$ cat src/hw/rtl/ptrr_pkg.sv
package ptrr_pkg;

  // Fraction bits of a point coordinate; translate offsets are whole numbers.
  localparam int FRAC_BITS = 16;

  // Fraction bits of the sine and cosine values (65536 = 1.0).
  localparam int TRIG_BITS = 16;

  localparam int COORD_W = 32;
  localparam int OFFS_W  = 16;
  localparam int ANGLE_W = 16;
  localparam int TRIG_W  = TRIG_BITS + 2;
  localparam int PROD_W  = COORD_W + TRIG_W;
  localparam int SUM_W   = PROD_W + 1;
  localparam int TRANS_W = ((OFFS_W + FRAC_BITS > COORD_W) ?
                            (OFFS_W + FRAC_BITS) : COORD_W) + 1;
  localparam int SAT_W   = 52;

  typedef enum logic [1:0] {
    FUNC_TRANSLATE = 2'd0,
    FUNC_REFLECT   = 2'd1,
    FUNC_ROTATE    = 2'd2,
    FUNC_PASS      = 2'd3
  } func_t;

  localparam logic AXIS_X = 1'b0;
  localparam logic AXIS_Y = 1'b1;

  typedef logic signed [COORD_W-1:0] coord_t;
  typedef logic signed [TRIG_W-1:0]  trig_t;

  typedef struct packed {
    coord_t value;
    logic   clipped;
  } sat_res_t;

  // Clip a wide signed value to the signed coordinate range.
  function automatic sat_res_t sat_coord(input logic signed [SAT_W-1:0] v);
    sat_res_t res;
    logic     ovf;
    ovf = (v[SAT_W-1:COORD_W-1] != {(SAT_W-COORD_W+1){1'b0}}) &&
          (v[SAT_W-1:COORD_W-1] != {(SAT_W-COORD_W+1){1'b1}});
    res.clipped = ovf;
    if (ovf) begin
      res.value = v[SAT_W-1] ? {1'b1, {(COORD_W-1){1'b0}}} : {1'b0, {(COORD_W-1){1'b1}}};
    end else begin
      res.value = v[COORD_W-1:0];
    end
    return res;
  endfunction

  // Quarter-wave sine, round(65536 * sin(k degrees)) for k = 0..90.
  function automatic logic [TRIG_BITS:0] sin_quarter(input logic [6:0] k);
    logic [TRIG_BITS:0] v;
    case (k)
      7'd0:  v = 17'd0;      7'd1:  v = 17'd1144;   7'd2:  v = 17'd2287;
      7'd3:  v = 17'd3430;   7'd4:  v = 17'd4572;   7'd5:  v = 17'd5712;
      7'd6:  v = 17'd6850;   7'd7:  v = 17'd7987;   7'd8:  v = 17'd9121;
      7'd9:  v = 17'd10252;  7'd10: v = 17'd11380;  7'd11: v = 17'd12505;
      7'd12: v = 17'd13626;  7'd13: v = 17'd14742;  7'd14: v = 17'd15855;
      7'd15: v = 17'd16962;  7'd16: v = 17'd18064;  7'd17: v = 17'd19161;
      7'd18: v = 17'd20252;  7'd19: v = 17'd21336;  7'd20: v = 17'd22415;
      7'd21: v = 17'd23486;  7'd22: v = 17'd24550;  7'd23: v = 17'd25607;
      7'd24: v = 17'd26656;  7'd25: v = 17'd27697;  7'd26: v = 17'd28729;
      7'd27: v = 17'd29753;  7'd28: v = 17'd30767;  7'd29: v = 17'd31772;
      7'd30: v = 17'd32768;  7'd31: v = 17'd33754;  7'd32: v = 17'd34729;
      7'd33: v = 17'd35693;  7'd34: v = 17'd36647;  7'd35: v = 17'd37590;
      7'd36: v = 17'd38521;  7'd37: v = 17'd39441;  7'd38: v = 17'd40348;
      7'd39: v = 17'd41243;  7'd40: v = 17'd42126;  7'd41: v = 17'd42995;
      7'd42: v = 17'd43852;  7'd43: v = 17'd44695;  7'd44: v = 17'd45525;
      7'd45: v = 17'd46341;  7'd46: v = 17'd47143;  7'd47: v = 17'd47930;
      7'd48: v = 17'd48703;  7'd49: v = 17'd49461;  7'd50: v = 17'd50203;
      7'd51: v = 17'd50931;  7'd52: v = 17'd51643;  7'd53: v = 17'd52339;
      7'd54: v = 17'd53020;  7'd55: v = 17'd53684;  7'd56: v = 17'd54332;
      7'd57: v = 17'd54963;  7'd58: v = 17'd55578;  7'd59: v = 17'd56175;
      7'd60: v = 17'd56756;  7'd61: v = 17'd57319;  7'd62: v = 17'd57865;
      7'd63: v = 17'd58393;  7'd64: v = 17'd58903;  7'd65: v = 17'd59396;
      7'd66: v = 17'd59870;  7'd67: v = 17'd60326;  7'd68: v = 17'd60764;
      7'd69: v = 17'd61183;  7'd70: v = 17'd61584;  7'd71: v = 17'd61966;
      7'd72: v = 17'd62328;  7'd73: v = 17'd62672;  7'd74: v = 17'd62997;
      7'd75: v = 17'd63303;  7'd76: v = 17'd63589;  7'd77: v = 17'd63856;
      7'd78: v = 17'd64104;  7'd79: v = 17'd64332;  7'd80: v = 17'd64540;
      7'd81: v = 17'd64729;  7'd82: v = 17'd64898;  7'd83: v = 17'd65048;
      7'd84: v = 17'd65177;  7'd85: v = 17'd65287;  7'd86: v = 17'd65376;
      7'd87: v = 17'd65446;  7'd88: v = 17'd65496;  7'd89: v = 17'd65526;
      7'd90: v = 17'd65536;
      default: v = 17'd0;
    endcase
    return v;
  endfunction

endpackage

$ cat src/hw/rtl/ptrr_trig.sv
module ptrr_trig (
  input  logic                                clk,
  input  logic signed [ptrr_pkg::ANGLE_W-1:0] angle,
  output ptrr_pkg::trig_t                     sin_val,
  output ptrr_pkg::trig_t                     cos_val
);

  // u = angle + 33120 is never negative and is congruent to angle modulo 360.
  localparam int U_W        = 17;
  localparam int RECIP_SH   = 25;
  localparam logic [U_W-1:0] RECIP_360 = U_W'((1 << RECIP_SH) / 360 + 1);
  localparam logic [U_W-1:0] U_OFFSET  = 17'd352;

  logic [U_W-1:0]     u;
  logic [2*U_W-1:0]   prod;
  logic [8:0]         quot;
  logic [U_W-1:0]     rem_full;
  logic [8:0]         rem_nxt;
  logic [8:0]         rem_r;

  logic [1:0]         quad_s;
  logic [1:0]         quad_c;
  logic [6:0]         rr;
  logic [6:0]         idx_s;
  logic [6:0]         idx_c;
  logic [ptrr_pkg::TRIG_BITS:0] mag_s;
  logic [ptrr_pkg::TRIG_BITS:0] mag_c;
  ptrr_pkg::trig_t    sin_nxt;
  ptrr_pkg::trig_t    cos_nxt;
  ptrr_pkg::trig_t    sin_r;
  ptrr_pkg::trig_t    cos_r;

  // Stage one: reduce the angle to 0..359 by a reciprocal multiply.
  always_comb begin
    u        = {1'b0, ~angle[ptrr_pkg::ANGLE_W-1], angle[ptrr_pkg::ANGLE_W-2:0]} + U_OFFSET;
    prod     = u * RECIP_360;
    quot     = prod[RECIP_SH+8:RECIP_SH];
    rem_full = u - U_W'(quot) * 17'd360;
    if (rem_full >= 17'd360) begin
      rem_full = rem_full - 17'd360;
    end
    rem_nxt  = rem_full[8:0];
  end

  always_ff @(posedge clk) begin
    rem_r <= rem_nxt;
  end

  // Stage two: fold into one quadrant; the cosine sits one quadrant ahead.
  always_comb begin
    if (rem_r < 9'd90) begin
      quad_s = 2'd0;
      rr     = rem_r[6:0];
    end else if (rem_r < 9'd180) begin
      quad_s = 2'd1;
      rr     = 7'(rem_r - 9'd90);
    end else if (rem_r < 9'd270) begin
      quad_s = 2'd2;
      rr     = 7'(rem_r - 9'd180);
    end else begin
      quad_s = 2'd3;
      rr     = 7'(rem_r - 9'd270);
    end
    quad_c  = quad_s + 2'd1;
    idx_s   = quad_s[0] ? 7'd90 - rr : rr;
    idx_c   = quad_c[0] ? 7'd90 - rr : rr;
    mag_s   = ptrr_pkg::sin_quarter(idx_s);
    mag_c   = ptrr_pkg::sin_quarter(idx_c);
    sin_nxt = quad_s[1] ? -$signed({1'b0, mag_s}) : $signed({1'b0, mag_s});
    cos_nxt = quad_c[1] ? -$signed({1'b0, mag_c}) : $signed({1'b0, mag_c});
  end

  always_ff @(posedge clk) begin
    sin_r <= sin_nxt;
    cos_r <= cos_nxt;
  end

  assign sin_val = sin_r;
  assign cos_val = cos_r;

endmodule
$ cat config.mk
export PLATFORM = sky130hd
export DESIGN_NAME = ptrr_trig
export DESIGN_NICKNAME = d
export VERILOG_FILES = /design/src/hw/rtl/ptrr_pkg.sv /design/src/hw/rtl/ptrr_trig.sv
export SDC_FILE = /design/constraint.sdc
export NUM_CORES = 1
export LEC_CHECK = 0
export ABC_CLOCK_PERIOD_IN_PS = 23300
export BUFFER_PORTS_ARGS = -buffer_cell sky130_fd_sc_hd__buf_2
export CORE_AREA = 4 4 250 252
export CTS_CLUSTER_SIZE = 25
export DETAILED_ROUTE_END_ITERATION = 12
export DIE_AREA = 0 0 254 256
export PLACE_DENSITY = 0.36
export SYNTH_ARGS = -nofsm -noshare
export SYNTH_HDL_FRONTEND = slang
export SYNTH_MEMORY_MAX_BITS = 65536
export SYNTH_SLANG_ARGS = --single-unit
$ cat constraint.sdc
create_clock -name clk -period 23.3 [get_ports clk]
set_input_delay 4.66 -clock clk [delete_from_list [all_inputs] [get_ports clk]]
set_output_delay 4.66 -clock clk [all_outputs]
set_load 0.02 [all_outputs]
==> run metrics <==
number of synthesized flops with an enable pin 0; CTS tree done; IO buf count 52; Pre-antenna DRT Iters 5; final wirelength about 57 mm; clk_skew 0.01563 ns; top cells by area, synth ha_1 17%, fa_1 12%, dfxtp_1 6.3%; CP required about 24 ns; RSZ-0062 raised after global routing false; Via Count roughly 14000; grt total ovfl 0; Hold Vio Cnt, Final 0; kind of critical path primary input to flop; die width 254 um; Hold Path Class flop to flop; final setup violation count 0; Placeable Area ~0.060 mm2; largest net degree at the start of global routing just over 60; largest stage delay on the critical path 0.67 ns; largest area contributor in the netlist ha_1; CP max-delay cell a211oi_1; die area about 0.065 mm2; 1st-iter DRT viols around 1100; Routed Antenna Nets 0; commonest non-fill, non-tap cells in the layout 239 x inv_1, 193 x ha_1, 129 x a21oi_1, 126 x nor2_1, 126 x nand2_1; YS warnings 0; post-CTS setup buffer count 0; CTS root buf clkbuf_16; Hold Startpoint rem_r[8]; PostCTS Resize Cnt 0; Worst Tran Pin Value roughly 1.1 ns; CTS buffer count 5; FFs w/ async S/R, synth 0%; Syn Nets 2200; CP max FO 7; Post-synth top flop dfxtp_1; type of origin of the critical path primary input; Vias per Instance roughly 5.4; antenna violations before repair 1; top-area cell type share of the netlist area 16.81%; flops & latches, synth between 40 and 50; io pins 53; gpl congestion approximately 0.86; fin crit period between 15 and 20 ns; # rows 90; CTS hold repair buffers 0; Clock Tree Buf Depth 2; fraction of layout cells with a size suffix above 1 9.249%; deepest level of the CTS H-tree 2; post-DP HPWL 44.25 mm; DRC violation count after routing 0; # diodes 0; sequential element share of the synthesized area under 10%; first-pass GRT wire length ~90 mm; status complete, no violations; die height 256 um; Crit. End Element flop; crit path from angle[5]; total track usage ~17%; Peak Freq 59.91 MHz; final net count around 2200; fin. max-slew vios 0; Max transition margin about 28%; Worst-Skew Late Latency between 0.3 and 0.4 ns; Arr. time, crit path between 15 and 20 ns; Distinct cells, synth 118; Avg Cell Area, Syn between 7 and 8 um2; Wirelength per Cell around 21 um; Cells after Synth 1906; most used cell, CP inv_1; Worst R2R Start rem_r[2]; CTS clk-pin slew, worst paths approximately 0.08 ns; Setup TNS Final 0 ns; number of global-route vias before repair 14600; clock sinks 45; Syn Std Cell Area between 0.01 and 0.015 mm2; period utilization 71.64%; Area Overhead vs Synth 8.534%; MaxCap Viol Count 0; Starting Density a little under a quarter; commonest non-fill, non-tap cell in the layout inv_1
## kinds of logic after synthesis
group           Yosys count  synth area share, %
mux                      18                1.289
fa+ha+maj               280                28.72
xor+xnor                117                7.385
buf+inv                 363                10.47
flops                    45                6.270
simple gates            485                16.85
compound gates          598                29.02
## layer usage
metal / vias up / GRT usage [%] / wire length (um) / part of all wire [%]
met5: - / 0 / 0 / 0
met4: 0 / 5.699 / 1874 / 3.3
met2: 503 / 28.63 / 26790 / 47
met1: 6957 / 23.26 / 25590 / 45
li1: 6844 / - / - / -
met3: 96 / 2.256 / 3050 / 5.3
## state kept, by name, indices dropped and copies added, names as in the netlist
name and cells:
cos_val 18, sin_val 18, rem_r 9
## cell usage after synthesis, types with 8 or more instances
cell type and count:
a221oi_1 13, a21o_1 17, o31ai_1 17, dfxtp_1 45
a22oi_1 8, buf_2 50, nor2_1 128, nor3_1 40
a31oi_1 50, fa_1 84, o21a_1 12, o221ai_1 8
xnor2_1 77, ha_1 193, or2_2 8, o211ai_1 35
or3_1 13, a211oi_1 39, o21ai_0 105, clkbuf_1 47
nand2b_1 9, a311oi_1 10, inv_1 239, and3_1 17
o21ai_1 14, nor4_1 11, nand4_1 22, mux2i_1 14
and2_1 9, a21oi_1 129, xor2_1 36, nand3_1 58
o22ai_1 17, nand2_1 126
## critical path: cells and delay by family
kind                     cells  cell delay (ns)
AO/OA/AOI/OAI               16             4.36
adder cells (fa/ha/maj)     11             4.19
XOR/XNOR                     5             1.23
AND/OR/NAND/NOR              9             1.44
buffers and inverters        9             0.98
## area by class of cell
| type | instances | area (um2) |
|---|---|---|
| Fill cell | 6718 | 44540 |
| Multi-Input combinational cell | 1498 | 12030 |
| Tap cell | 782 | 978.4 |
| Inverter | 245 | 919.6 |
| Sequential cell | 45 | 902.1 |
| Timing Repair Buffer | 96 | 590.6 |
| Clock buffer | 6 | 138.9 |
| Clock inverter | 2 | 37.54 |
## stage by stage
| step | hold WS [ns] | std cells | utilization (%) | area (um2) | setup slack [ns] |
|---|---|---|---|---|---|
| 2_1_floorplan | 0.9567 | 1906 | - | 14370 | 8.425 |
| 3_3_place_gp | 1.120 | 2666 | 25.64 | 15420 | 6.384 |
| 3_5_place_dp | 1.095 | 2666 | 25.64 | 15420 | 6.143 |
| 4_1_cts | 1.134 | 2674 | 25.93 | 15590 | 6.466 |
| 5_1_grt | 1.231 | 2674 | 25.93 | 15590 | 5.431 |
| 6_report | 1.135 | 2674 | 25.93 | 15590 | 6.608 |
## path summary, 6_finish.rpt
check / slack (ns) / cells after the start / endpoint
worst max-delay path: 6.61 / 50 / rem_r[6]
worst min-delay path: 1.13 / 3 / sin_val[17]
worst max register to register: 15.19 / 22 / sin_val[13]
worst min register to register: 1.13 / 3 / sin_val[17]
Power is left out: the tool's default activity adds up to more than one toggle a clock period on the data nets, which glitch-free logic cannot reach.
